**config.mk**
```make
export PLATFORM = sky130hd
export DESIGN_NAME = sprite_frame_blitter
export DESIGN_NICKNAME = d
export VERILOG_FILES = /design/src/sv/sfb_pkg.sv /design/src/sv/sfb_tint.sv /design/src/sv/sfb_place.sv /design/src/sv/sprite_frame_blitter.sv
export SDC_FILE = /design/constraint.sdc
export NUM_CORES = 2
export LEC_CHECK = 0
export BUFFER_PORTS_ARGS = -buffer_cell sky130_fd_sc_hd__buf_4
export CAP_MARGIN = 10
export CORE_ASPECT_RATIO = 0.5
export CORE_MARGIN = 10
export CORE_UTILIZATION = 60
export DETAILED_ROUTE_END_ITERATION = 16
export GPL_ROUTABILITY_DRIVEN = 1
export PLACE_DENSITY = 0.77
export SLEW_MARGIN = 40
export SYNTH_ARGS = -nofsm -noshare
export SYNTH_HDL_FRONTEND = slang
export SYNTH_SLANG_ARGS = --single-unit
```
**constraint.sdc**
```tcl
create_clock -name aclk -period 27 [get_ports aclk]
set_clock_uncertainty 0.05 [all_clocks]
set_input_delay 4.05 -clock aclk [delete_from_list [all_inputs] [get_ports aclk]]
set_output_delay 4.05 -clock aclk [all_outputs]
set_load 0.01 [all_outputs]
```
**src/sv/sfb_pkg.sv**
```systemverilog
// shared constants and types for the sprite frame blitter
package sfb_pkg;

    localparam int MAX_DIM = 4096;

    localparam int DIM_W   = 13;
    localparam int FIDX_W  = 12;
    localparam int ROW_W   = $clog2(MAX_DIM);
    localparam int COL_W   = 2 * DIM_W;
    localparam int COORD_W = DIM_W + 2;
    localparam int IDX_W   = 24;
    localparam int CH_W    = 8;
    localparam int TINT_W  = 3 * CH_W;

    localparam int CFG_INDEX_W = 3;
    localparam int CFG_DATA_W  = TINT_W;

    // register indexes of the configuration port
    localparam logic [CFG_INDEX_W-1:0] CFG_POS_X       = 3'd0;
    localparam logic [CFG_INDEX_W-1:0] CFG_POS_Y       = 3'd1;
    localparam logic [CFG_INDEX_W-1:0] CFG_SCREEN_W    = 3'd2;
    localparam logic [CFG_INDEX_W-1:0] CFG_SCREEN_H    = 3'd3;
    localparam logic [CFG_INDEX_W-1:0] CFG_FRAME_W     = 3'd4;
    localparam logic [CFG_INDEX_W-1:0] CFG_FRAME_COUNT = 3'd5;
    localparam logic [CFG_INDEX_W-1:0] CFG_FRAME_INDEX = 3'd6;
    localparam logic [CFG_INDEX_W-1:0] CFG_TINT_COLOR  = 3'd7;

    localparam logic [DIM_W-1:0]  SCREEN_W_RST    = 13'd640;
    localparam logic [DIM_W-1:0]  SCREEN_H_RST    = 13'd480;
    localparam logic [DIM_W-1:0]  FRAME_W_RST     = 13'd1;
    localparam logic [DIM_W-1:0]  FRAME_COUNT_RST = 13'd1;
    localparam logic [TINT_W-1:0] TINT_COLOR_RST  = 24'hFFFFFF;

    localparam logic [CH_W-1:0] ALPHA_MIN = 8'd128;

    typedef struct packed {
        logic             write;
        logic [IDX_W-1:0] index;
    } place_t;

endpackage

```
**src/sv/sfb_tint.sv**
```systemverilog
// one colour channel scaled by a tint channel, divided by 255 rounding down
module sfb_tint (
    input  logic [sfb_pkg::CH_W-1:0] chan,
    input  logic [sfb_pkg::CH_W-1:0] tint,
    output logic [sfb_pkg::CH_W-1:0] result
);

    logic [2*sfb_pkg::CH_W-1:0] prod;
    logic [2*sfb_pkg::CH_W:0]   quot;

    // floor(p / 255) = (p + (p >> 8) + 1) >> 8 for every product p up to 255 * 255
    assign prod   = chan * tint;
    assign quot   = {1'b0, prod} + {{(sfb_pkg::CH_W+1){1'b0}}, prod[2*sfb_pkg::CH_W-1:sfb_pkg::CH_W]}
                  + {{(2*sfb_pkg::CH_W){1'b0}}, 1'b1};
    assign result = quot[2*sfb_pkg::CH_W-1:sfb_pkg::CH_W];

endmodule

```
**src/sv/sfb_place.sv**
```systemverilog
// frame column and alpha test, screen placement, clipping and framebuffer index
module sfb_place (
    input  logic [sfb_pkg::COL_W-1:0]  sheet_col,
    input  logic [sfb_pkg::ROW_W-1:0]  sheet_row,
    input  logic [sfb_pkg::CH_W-1:0]   alpha,
    input  logic [sfb_pkg::COL_W-1:0]  frame_start,
    input  logic [sfb_pkg::DIM_W-1:0]  frm_w,
    input  logic [sfb_pkg::DIM_W-1:0]  pos_x,
    input  logic [sfb_pkg::DIM_W-1:0]  pos_y,
    input  logic [sfb_pkg::DIM_W-1:0]  scr_w,
    input  logic [sfb_pkg::DIM_W-1:0]  scr_h,
    output sfb_pkg::place_t            place
);

    localparam int DW = sfb_pkg::DIM_W;
    localparam int CW = sfb_pkg::COORD_W;
    localparam int IW = sfb_pkg::IDX_W;

    logic [sfb_pkg::COL_W-1:0] offset;
    logic                      in_frame;
    logic [CW-1:0]             scr_x;
    logic [CW-1:0]             scr_y;
    logic                      visible;
    logic [IW-1:0]             row_base;
    logic [IW-1:0]             index;

    always_comb begin
        offset   = sheet_col - frame_start;
        in_frame = (sheet_col >= frame_start)
                && (offset < {{(sfb_pkg::COL_W-DW){1'b0}}, frm_w})
                && (alpha >= sfb_pkg::ALPHA_MIN);

        // two's complement coordinates, top bit is the sign
        scr_x = {{(CW-DW){pos_x[DW-1]}}, pos_x} + {{(CW-DW){1'b0}}, offset[DW-1:0]};
        scr_y = {{(CW-DW){pos_y[DW-1]}}, pos_y}
              + {{(CW-sfb_pkg::ROW_W){1'b0}}, sheet_row};

        visible = !scr_x[CW-1] && (scr_x[CW-2:0] < {1'b0, scr_w})
               && !scr_y[CW-1] && (scr_y[CW-2:0] < {1'b0, scr_h});

        // only the low index bits are kept
        row_base = {{(IW-DW){1'b0}}, scr_y[DW-1:0]} * {{(IW-DW){1'b0}}, scr_w};
        index    = row_base + {{(IW-DW){1'b0}}, scr_x[DW-1:0]};

        place.write = in_frame && visible;
        place.index = place.write ? index : '0;
    end

endmodule

```
**src/sv/sprite_frame_blitter.sv**
```systemverilog
// top level: sheet counters, configuration registers and the two register stages
// Draws one frame of a horizontal RGBA sprite sheet into a BGRA framebuffer. Sheet pixels
// arrive in raster order, one transfer each, and every transfer in gives exactly one transfer
// out: either a framebuffer write (write_enable high, tinted colour, index row*width+column)
// or a no-write result with zero index and colour. The block takes one pixel per clock while
// s_ready is high; each pixel is held in the input stage and then in the result register,
// which presents it to the output, and the input stage hands on its pixel whenever the
// result register is free. s_ready drops only while both stages hold data and the result is
// not taken. Registers must be written through the plain write port only while no pixel is
// in flight; the block itself does not enforce this.
module sprite_frame_blitter (
    input  logic                               aclk,
    input  logic                               aresetn,

    input  logic                               s_valid,
    output logic                               s_ready,
    input  logic [sfb_pkg::CH_W-1:0]           s_src_red,
    input  logic [sfb_pkg::CH_W-1:0]           s_src_green,
    input  logic [sfb_pkg::CH_W-1:0]           s_src_blue,
    input  logic [sfb_pkg::CH_W-1:0]           s_src_alpha,
    input  logic                               s_last_pixel,

    output logic                               m_valid,
    input  logic                               m_ready,
    output logic                               m_write_enable,
    output logic [sfb_pkg::IDX_W-1:0]          m_pixel_index,
    output logic [sfb_pkg::CH_W-1:0]           m_out_blue,
    output logic [sfb_pkg::CH_W-1:0]           m_out_green,
    output logic [sfb_pkg::CH_W-1:0]           m_out_red,
    output logic                               m_end_of_sprite,

    input  logic                               cfg_write,
    input  logic [sfb_pkg::CFG_INDEX_W-1:0]    cfg_index,
    input  logic [sfb_pkg::CFG_DATA_W-1:0]     cfg_data
);

    localparam int DW  = sfb_pkg::DIM_W;
    localparam int FW  = sfb_pkg::FIDX_W;
    localparam int COW = sfb_pkg::COL_W;
    localparam int RW  = sfb_pkg::ROW_W;
    localparam int CH  = sfb_pkg::CH_W;

    // configuration registers
    logic [DW-1:0]             pos_x_reg, pos_x_next;
    logic [DW-1:0]             pos_y_reg, pos_y_next;
    logic [DW-1:0]             scr_w_reg, scr_w_next;
    logic [DW-1:0]             scr_h_reg, scr_h_next;
    logic [DW-1:0]             frm_w_reg, frm_w_next;
    logic [DW-1:0]             frame_count_reg, frame_count_next;
    logic [FW-1:0]             frame_index_reg, frame_index_next;
    logic [sfb_pkg::TINT_W-1:0] tint_reg, tint_next;

    // values derived from the configuration, kept in step with it
    logic [COW-1:0]            frame_start_reg, frame_start_next;
    logic [COW-1:0]            sheet_width_reg, sheet_width_next;
    logic [DW-1:0]             count_eff;
    logic [FW-1:0]             frame_sel;
    logic [COW-1:0]            sheet_prod;

    // sheet position of the next pixel
    logic [COW-1:0]            col_reg, col_next;
    logic [RW-1:0]             row_reg, row_next;

    // input stage
    logic                      s1_valid_reg, s1_valid_next;
    logic [CH-1:0]             s1_red_reg, s1_green_reg, s1_blue_reg, s1_alpha_reg;
    logic [COW-1:0]            s1_col_reg;
    logic [RW-1:0]             s1_row_reg;
    logic                      s1_last_reg;

    // result register
    logic                      m_valid_reg, m_valid_next;
    logic                      m_write_reg;
    logic [sfb_pkg::IDX_W-1:0] m_index_reg;
    logic [CH-1:0]             m_blue_reg, m_green_reg, m_red_reg;
    logic                      m_end_reg;

    logic                      out_free;
    logic                      accept;
    sfb_pkg::place_t           place;
    logic [CH-1:0]             tint_red, tint_green, tint_blue;

    assign out_free = !m_valid_reg || m_ready;
    assign s_ready  = !s1_valid_reg || out_free;
    assign accept   = s_valid && s_ready;

    always_comb begin
        pos_x_next       = pos_x_reg;
        pos_y_next       = pos_y_reg;
        scr_w_next       = scr_w_reg;
        scr_h_next       = scr_h_reg;
        frm_w_next       = frm_w_reg;
        frame_count_next = frame_count_reg;
        frame_index_next = frame_index_reg;
        tint_next        = tint_reg;
        if (cfg_write) begin
            case (cfg_index)
                sfb_pkg::CFG_POS_X:       pos_x_next       = cfg_data[DW-1:0];
                sfb_pkg::CFG_POS_Y:       pos_y_next       = cfg_data[DW-1:0];
                sfb_pkg::CFG_SCREEN_W:    scr_w_next       = cfg_data[DW-1:0];
                sfb_pkg::CFG_SCREEN_H:    scr_h_next       = cfg_data[DW-1:0];
                sfb_pkg::CFG_FRAME_W:     frm_w_next       = cfg_data[DW-1:0];
                sfb_pkg::CFG_FRAME_COUNT: frame_count_next = cfg_data[DW-1:0];
                sfb_pkg::CFG_FRAME_INDEX: frame_index_next = cfg_data[FW-1:0];
                sfb_pkg::CFG_TINT_COLOR:  tint_next        = cfg_data[sfb_pkg::TINT_W-1:0];
                default: ;
            endcase
        end

        // zero frame count counts as one; frame index clamps to the last frame
        count_eff = (frame_count_next == '0) ? {{(DW-1){1'b0}}, 1'b1} : frame_count_next;
        if ({1'b0, frame_index_next} >= count_eff) begin
            frame_sel = FW'(count_eff - {{(DW-1){1'b0}}, 1'b1});
        end else begin
            frame_sel = frame_index_next;
        end
        frame_start_next = {{(COW-FW){1'b0}}, frame_sel} * {{(COW-DW){1'b0}}, frm_w_next};
        sheet_prod       = {{(COW-DW){1'b0}}, frm_w_next} * {{(COW-DW){1'b0}}, count_eff};
        // zero frame width: every pixel ends a row
        sheet_width_next = (sheet_prod == '0) ? {{(COW-1){1'b0}}, 1'b1} : sheet_prod;
    end

    always_comb begin
        col_next = col_reg;
        row_next = row_reg;
        if (accept) begin
            if (s_last_pixel) begin
                col_next = '0;
                row_next = '0;
            end else if ({1'b0, col_reg} + {{COW{1'b0}}, 1'b1} >= {1'b0, sheet_width_reg}) begin
                col_next = '0;
                row_next = (row_reg == RW'(sfb_pkg::MAX_DIM - 1)) ? '0 : row_reg + 1'b1;
            end else begin
                col_next = col_reg + 1'b1;
            end
        end

        if (accept) begin
            s1_valid_next = 1'b1;
        end else if (out_free) begin
            s1_valid_next = 1'b0;
        end else begin
            s1_valid_next = s1_valid_reg;
        end

        m_valid_next = out_free ? s1_valid_reg : m_valid_reg;
    end

    sfb_place u_place (
        .sheet_col   (s1_col_reg),
        .sheet_row   (s1_row_reg),
        .alpha       (s1_alpha_reg),
        .frame_start (frame_start_reg),
        .frm_w       (frm_w_reg),
        .pos_x       (pos_x_reg),
        .pos_y       (pos_y_reg),
        .scr_w       (scr_w_reg),
        .scr_h       (scr_h_reg),
        .place       (place)
    );

    sfb_tint u_tint_red (
        .chan   (s1_red_reg),
        .tint   (tint_reg[3*CH-1:2*CH]),
        .result (tint_red)
    );

    sfb_tint u_tint_green (
        .chan   (s1_green_reg),
        .tint   (tint_reg[2*CH-1:CH]),
        .result (tint_green)
    );

    sfb_tint u_tint_blue (
        .chan   (s1_blue_reg),
        .tint   (tint_reg[CH-1:0]),
        .result (tint_blue)
    );

    always_ff @(posedge aclk) begin
        if (!aresetn) begin
            pos_x_reg       <= '0;
            pos_y_reg       <= '0;
            scr_w_reg       <= sfb_pkg::SCREEN_W_RST;
            scr_h_reg       <= sfb_pkg::SCREEN_H_RST;
            frm_w_reg       <= sfb_pkg::FRAME_W_RST;
            frame_count_reg <= sfb_pkg::FRAME_COUNT_RST;
            frame_index_reg <= '0;
            tint_reg        <= sfb_pkg::TINT_COLOR_RST;
            frame_start_reg <= '0;
            sheet_width_reg <= {{(COW-1){1'b0}}, 1'b1};
            col_reg         <= '0;
            row_reg         <= '0;
            s1_valid_reg    <= 1'b0;
            m_valid_reg     <= 1'b0;
        end else begin
            pos_x_reg       <= pos_x_next;
            pos_y_reg       <= pos_y_next;
            scr_w_reg       <= scr_w_next;
            scr_h_reg       <= scr_h_next;
            frm_w_reg       <= frm_w_next;
            frame_count_reg <= frame_count_next;
            frame_index_reg <= frame_index_next;
            tint_reg        <= tint_next;
            frame_start_reg <= frame_start_next;
            sheet_width_reg <= sheet_width_next;
            col_reg         <= col_next;
            row_reg         <= row_next;
            s1_valid_reg    <= s1_valid_next;
            m_valid_reg     <= m_valid_next;
        end
    end

    always_ff @(posedge aclk) begin
        if (accept) begin
            s1_red_reg   <= s_src_red;
            s1_green_reg <= s_src_green;
            s1_blue_reg  <= s_src_blue;
            s1_alpha_reg <= s_src_alpha;
            s1_last_reg  <= s_last_pixel;
            s1_col_reg   <= col_reg;
            s1_row_reg   <= row_reg;
        end
        if (out_free && s1_valid_reg) begin
            m_write_reg <= place.write;
            m_index_reg <= place.index;
            m_red_reg   <= place.write ? tint_red : '0;
            m_green_reg <= place.write ? tint_green : '0;
            m_blue_reg  <= place.write ? tint_blue : '0;
            m_end_reg   <= s1_last_reg;
        end
    end

    assign m_valid         = m_valid_reg;
    assign m_write_enable  = m_write_reg;
    assign m_pixel_index   = m_index_reg;
    assign m_out_blue      = m_blue_reg;
    assign m_out_green     = m_green_reg;
    assign m_out_red       = m_red_reg;
    assign m_end_of_sprite = m_end_reg;

`ifndef SYNTHESIS
    a_last_clears: assert property (@(posedge aclk) disable iff (!aresetn)
        (s_valid && s_ready && s_last_pixel) |=> (col_reg == '0 && row_reg == '0))
        else $error("sheet counters not cleared after last pixel");

    a_no_write_zero: assert property (@(posedge aclk) disable iff (!aresetn)
        (m_valid && !m_write_enable) |->
            (m_pixel_index == '0 && m_out_red == '0 && m_out_green == '0 && m_out_blue == '0))
        else $error("no-write result carries non-zero payload");

    a_stage_hold: assert property (@(posedge aclk) disable iff (!aresetn)
        (s1_valid_reg && m_valid && !m_ready) |=> s1_valid_reg)
        else $error("input stage dropped a pixel while the result was stalled");

    a_stage_moves: assert property (@(posedge aclk) disable iff (!aresetn)
        (s1_valid_reg && (!m_valid || m_ready)) |=> m_valid)
        else $error("pixel in input stage did not reach the result register");
`endif

endmodule

```
# Yosys cells after proc, flatten, opt, wreduce, memory -nomap -nowiden

Index checks and enable logic that the tools add are counted.

Output and inout bits: 52
Logic and storage cells: 105
Bits in registers: 327
Bits of input ports: 65

Multipliers: 6
Reductions and logical operators: 26
Equal/unequal tests: 8
$add $sub $neg: 14
$lt $le $gt $ge: 7
Mux-type cells: 15
Bitwise operators: 1

Operator list:

| operator              | number |
|---|---|
| $mux 12               | 6 |
| $mux 13               | 5 |
| $mux 26               | 2 |
| $add 16x1->16 const B | 3 |
| $add 16x8->16         | 3 |
| $mul 8x8->16          | 3 |
| $lt 14x13->1          | 2 |
| $add 26x1->27 const B | 1 |
| $ge 27x26->1          | 1 |
| $add 26x1->26 const B | 1 |
| $ge 26x26->1          | 1 |
| $logic_not 26->1      | 1 |
| $lt 26x13->1          | 1 |
| $mul 13x13->26        | 1 |
| $sub 26x26->26        | 1 |
| $mul 12x13->25        | 1 |
| $add 24x13->24        | 1 |
| $mul 13x13->24        | 1 |
| $add 13x14->15        | 1 |
| $add 13x13->14        | 1 |
| $ge 12x13->1          | 1 |
| $logic_not 13->1      | 1 |
| $add 12x1->12 const B | 1 |
| $eq 12x12->1 const B  | 1 |
| other kinds (14)      | 36 |

# Longest topological paths before layout

Depth after elaboration: 8
Mapped depth: 42
Gate-level depth less buffers: 37

# Hierarchy

From an unflattened synthesis, not the netlist that was laid out.

Cell total of the unflattened synthesis: 4658
Area total of the unflattened synthesis: 41363.4 um^2

Modules (own cells, without submodules):

| module                      | sequential area each (um^2) | instances | area each (um^2) | cells an instance |
|---|---|---|---|---|
| sprite_frame_blitter        | 7737.4                      | 1         | 23687.7          | 2527 |
| sfb_place                   | 0.0                         | 1         | 9905.8           | 1231 |
| sfb_tint at u_tint_blue ... | 0.0                         | 2         | 2576.2           | 300 |
| sfb_tint at u_tint_red      | 0.0                         | 1         | 2617.5           | 300 |

# Worst setup path after synthesis

No wires, ideal clock.

Path kind: input port to flip-flop
From: input port cfg_index[2] (netlist bit)
To: register frame_start_reg[22]
Cell stages on the path: 37
Arrival: 12513 ps
Slack: 14309 ps
Path buffers: 3
Setup time: 128 ps
Required time: 26822 ps
Cells stage by stage: clkbuf_1 -> nand4b_1 -> clkbuf_1 -> or4_1 -> a2111oi_0 -> a21boi_1 -> inv_1 -> ha_1 -> nand2b_1 -> a21o_1 -> a21o_1 -> a21o_1 -> a21o_1 -> a21o_1 -> a21oi_1 -> a2111oi_2 -> nor2_1 -> clkbuf_1 -> o211ai_1 -> fa_1 -> fa_1 -> fa_1 -> inv_1 -> fa_1 -> inv_1 -> fa_1 -> inv_1 -> ha_1 -> or3_1 -> o21ai_0 -> a211o_1 -> a31oi_1 -> a221o_1 -> a21o_1 -> a31oi_1 -> xor2_1 -> nor2_1

Longest elaborated chain between the ends: 8
Elaborated cells on any way between the ends: 15
Classes of those cells: add/sub: 1; mul: 1; order compare: 1; eq/ne: 3; mux: 8; reduce/logical: 1

Ends and longest elaborated chain:

| element                                       | line                                                     | source |
|---|---|---|
| from (decl)                                   | sprite_frame_blitter.sv:33                               | `input logic [sfb_pkg::CFG_INDEX_W-1:0] cfg_index,` |
| $eq 3x3->1                                    | sprite_frame_blitter.sv:97                               | `case (cfg_index)` |
| $mux 13                                       | sprite_frame_blitter.sv:97                               |  |
| $mux 13                                       | sprite_frame_blitter.sv:96                               | `if (cfg_write) begin` |
| $logic_not 13->1                              | sprite_frame_blitter.sv:111                              | `count_eff = (frame_count_next == '0) ? {{(DW-1){1'b0}}, 1'b1} : frame_count_next;` |
| $mux 13                                       | sprite_frame_blitter.sv:111                              |  |
| $sub 12x1->12 or $ge 12x13->1 (tied branches) | sprite_frame_blitter.sv:113, sprite_frame_blitter.sv:112 |  |
| $mux 12                                       | sprite_frame_blitter.sv:112                              | `if ({1'b0, frame_index_next} >= count_eff) begin` |
| $mul 12x13->25 (*)                            | sprite_frame_blitter.sv:117                              | `frame_start_next = {{(COW-FW){1'b0}}, frame_sel} * {{(COW-DW){1'b0}}, frm_w_next};` |
| to (signal assigned)                          | sprite_frame_blitter.sv:205                              | `frame_start_reg <= frame_start_next;` |
| to (decl)                                     | sprite_frame_blitter.sv:54                               | `logic [COW-1:0] frame_start_reg, frame_start_next;` |

Mark *: on every way between the ends. The rest lies on a longest branch, timed or not.
A chain may end at the register's enable or synchronous reset.

# Worst setup path after layout

From: input port cfg_index[1] (netlist bit)
To: register frame_start_reg[21]

The elaborated chain is that of the path after synthesis.

==> Implementation_results.wiki <==
{| class="wikitable"
! Metric !! Value
|-
| Number of placement rows || 66
|-
| Unique masters post-synth || 75
|-
| CTS tree || built
|-
| Kind of start point of the critical path || input port
|-
| Worst endpoint required time || 27390 ps
|-
| Biggest cell delay along the critical path || 700 ps
|-
| Aggregate routed wire length || 104000 um
|-
| Post-synthesis cell count || 4511
|-
| Sort of element at the end of the critical path || flip-flop
|-
| Worst max-slew margin expressed relative to the limit || 39.5%
|-
| Time the final worst path needs with I/O delays and setup || 13630 ps
|-
| Power density over the cells || 68.7 mW/mm2
|-
| Post-route clock period utilization || 50.5%
|-
| Average detailed-routed wire length per instance || 19.0 um
|-
| Die Wd || 383 um
|-
| Number of failing setup endpoints in the final timing report || 0
|-
| Maximum fanout along the worst path || 32
|-
| Total via count after detailed routing || 32000
|-
| Number of synthesized flops with an enable pin || 114
|-
| Layout net count || 5538
|-
| Number of clock buffers inserted by TritonCTS || 35
|-
| Net count of the mapped netlist || 5517
|-
| Cell leakage power || 20.5 nW
|-
| Overflow left after global routing || 0
|-
| DRC Markers || 0
|-
| # Post-CTS Setup Buffers || 0
|-
| Total negative slack for setup checks || 0 ps
|-
| Final Max Slew Viols || 0
|-
| Number of vias per cell after detailed routing || 5.87
|-
| Number of buffers inserted for hold repair after clock tree synthesis || 0
|-
| Dpl ws || 13060 ps
|-
| Number of fill cells in the layout || 5296
|-
| Clk root buf || clkbuf_16
|-
| Vias in the first global route || 32500
|-
| Sum of net half-perimeters after detailed placement || 79200 um
|-
| Max-cap violation count || 0
|-
| Sequential element share of the synthesized area || 19.0%
|-
| Number of placed I/O pins || 117
|-
| Worst Path Class, Setup || input port to flip-flop
|-
| Worst Path Arrival || 14010 ps
|-
| F_max || 73.4 MHz
|-
| Bufs on Longest Clock Path || 3
|-
| Hold Crit Class || flip-flop to flip-flop
|-
| Yosys reg bits || 319
|-
| Worst path slowest cell || a2111oi_0
|-
| Latest clock arrival within the worst-skew pair || 590 ps
|-
| Family of cells with the greatest summed delay on the critical path || compound AO/OA/AOI/OAI gates
|-
| Starting Density || 60.7%
|-
| Hold Fails Final Rpt || 0
|-
| IR Drop Worst-Case VDD || 0.0000967 V
|-
| Area Overhead vs Synth || 7.66%
|-
| Core Footprint || 0.0652 mm2
|-
| RSZ-0062 raised after global routing || false
|-
| Placer congestion estimate || 0.939
|-
| Mean area per synthesized cell || 8.77 um2
|-
| Number of levels in the clock H-tree || 2
|-
| Number of antenna violations at the first check in global routing || 9
|-
| Run status || finished clean
|-
| Number of antenna-violating nets in the routed design || 0
|-
| Overall routing resource usage || 26.6%
|-
| Buffers plus inverters on the worst setup path || 9
|-
| Warnings from Yosys || 0
|-
| Most used flip-flop cell after synthesis || dfxtp_1
|-
| Async SR Flop Fraction || 0%
|-
| Worst Slack Setup Final || 13370 ps
|-
| Clock-pin slew of the registers on the worst-case setup and hold paths || 60 ps
|-
| Iteration-0 DRC count of the detailed router || 2676
|-
| Sinks on the clock net || 319
|-
| Number of optimization iterations in the first detailed-route pass || 7
|-
| Full die area || 0.0772 mm2
|-
| Share of layout cells above drive strength 1 || 6.21%
|-
| Instance area at placement || 0.0414 mm2
|-
| Syn Std Cell Area || 0.0396 mm2
|-
| Die outline height || 202 um
|-
| Global-route wire length before repair || 168000 um
|-
| IO Port Bufs || 109
|-
| Layout Cell Area excl Fill || 0.0426 mm2
|-
| Worst Tran Pin Value || 882 ps
|-
| Count of cells resized by post-cts repair || 0
|-
| Largest net degree at the start of global routing || 92
|}
==> final timing paths <==
path	slack, ps	startpoint	cells after the start	endpoint
setup / recovery	13370	cfg_index[1]	39	frame_start_reg[21]
hold / removal	390	s1_last_reg	0	m_end_of_sprite
setup reg to reg	17240	frame_count_reg[5]	37	frame_start_reg[21]
hold reg to reg	390	s1_last_reg	0	m_end_of_sprite
==> metal layers <==
metal | vias up | part of all wire [%] | track usage, % | wire, um
li1 | 14800 | - | - | -
met2 | 1214 | 46 | 43.6 | 48000
met1 | 15700 | 42 | 34.7 | 43200
met5 | - | 0.042 | 0 | 44
met4 | 2 | 3.8 | 10.2 | 3960
met3 | 246 | 8.3 | 4.86 | 8570
==> cells in the mapped netlist (27+ instances only) <==
library cell  count  area, um2
xor2_1           72        631
fa_1            471       9430
xnor2_1         108        946
o21a_1           33        248
nor2_1          280       1050
edfxtp_1        114       3420
and2_1          189       1180
o21ai_0          90        450
a21oi_1         204       1020
o211ai_1         64        480
nand2b_1         27        169
ha_1            470       5880
mux2i_1          29        290
nand4_1          40        250
nand2_1         594       2230
nor3_1           59        295
dfxtp_1         205       4100
a211o_1          54        473
nand3_1          72        360
inv_1           735       2760
and3_1           28        175
a21o_1           65        488
a211oi_1         75        563
clkbuf_1        185        694
==> cells in the final DEF (no fill, tap or decap), types with 8 or more instances in the layout <==
cell type,n
a211o_1,54
a211oi_1,75
a21o_1,65
a21oi_1,203
a31oi_1,20
and2_1,189
and3_1,28
buf_4,170
clkbuf_16,36
dfxtp_1,205
diode_2,8
edfxtp_1,114
fa_1,471
ha_1,470
inv_1,735
mux2_2,17
mux2i_1,27
nand2_1,592
nand2b_1,27
nand3_1,72
nand3b_1,10
nand4_1,40
nand4b_1,9
nor2_1,277
nor2b_1,20
nor3_1,58
nor3b_1,8
o2111ai_1,8
o211ai_1,64
o21a_1,33
o21ai_0,85
o21ai_1,8
o21bai_1,21
o31ai_1,8
or2_2,9
or3_1,13
xnor2_1,105
xor2_1,71
==> kinds of logic after synthesis <==
logic type                 Yosys count  share of synthesized area [%]
and+or+nand+nor                   1383                           16.1
AOI/OAI and AO/OA                  712                           12.0
muxes                               46                           1.22
xor gates and xnor gates           181                           4.04
DFF                                319                           19.0
buffers and inverters              929                           8.83
adders and majority gates          941                           38.7
==> area by class of cell <==
type | instances | area (um2) | area share (%)
diodes | 8 | 20.0 | 0.0470
well taps | 884 | 1110 | 2.60
multi-input cells | 3263 | 28700 | 67.3
inverters | 737 | 2770 | 6.50
clock buffers | 42 | 923 | 2.17
flip-flops and latches | 319 | 7530 | 17.7
clock inverters | 20 | 213 | 0.500
repair buffers | 176 | 1370 | 3.21
==> through the flow <==
| step | utilization [%] | power, W | hold WS (ps) | instances |
|---|---|---|---|---|
| after global placement | 63.4 | 0.00232 | 352 | 5375 |
| after floorplan | - | 0.00199 | 350 | 4511 |
| after global routing | 65.4 | 0.00320 | 391 | 5449 |
| final | 65.4 | 0.00293 | 388 | 5449 |
| after detailed placement | 63.5 | 0.00240 | 376 | 5379 |
| after CTS | 65.3 | 0.00292 | 390 | 5441 |
==> report_power, final <==
part / switching (W) / internal (W) / leakage (nW)
Sequential: 0.0000189 / 0.000518 / 2.82
Combinational: 0.00112 / 0.000775 / 17.2
Clock: 0.000213 / 0.000284 / 0.556
Total: 0.00135 / 0.00158 / 20.5
No activity file was read; power rests on OpenSTA's default activity.
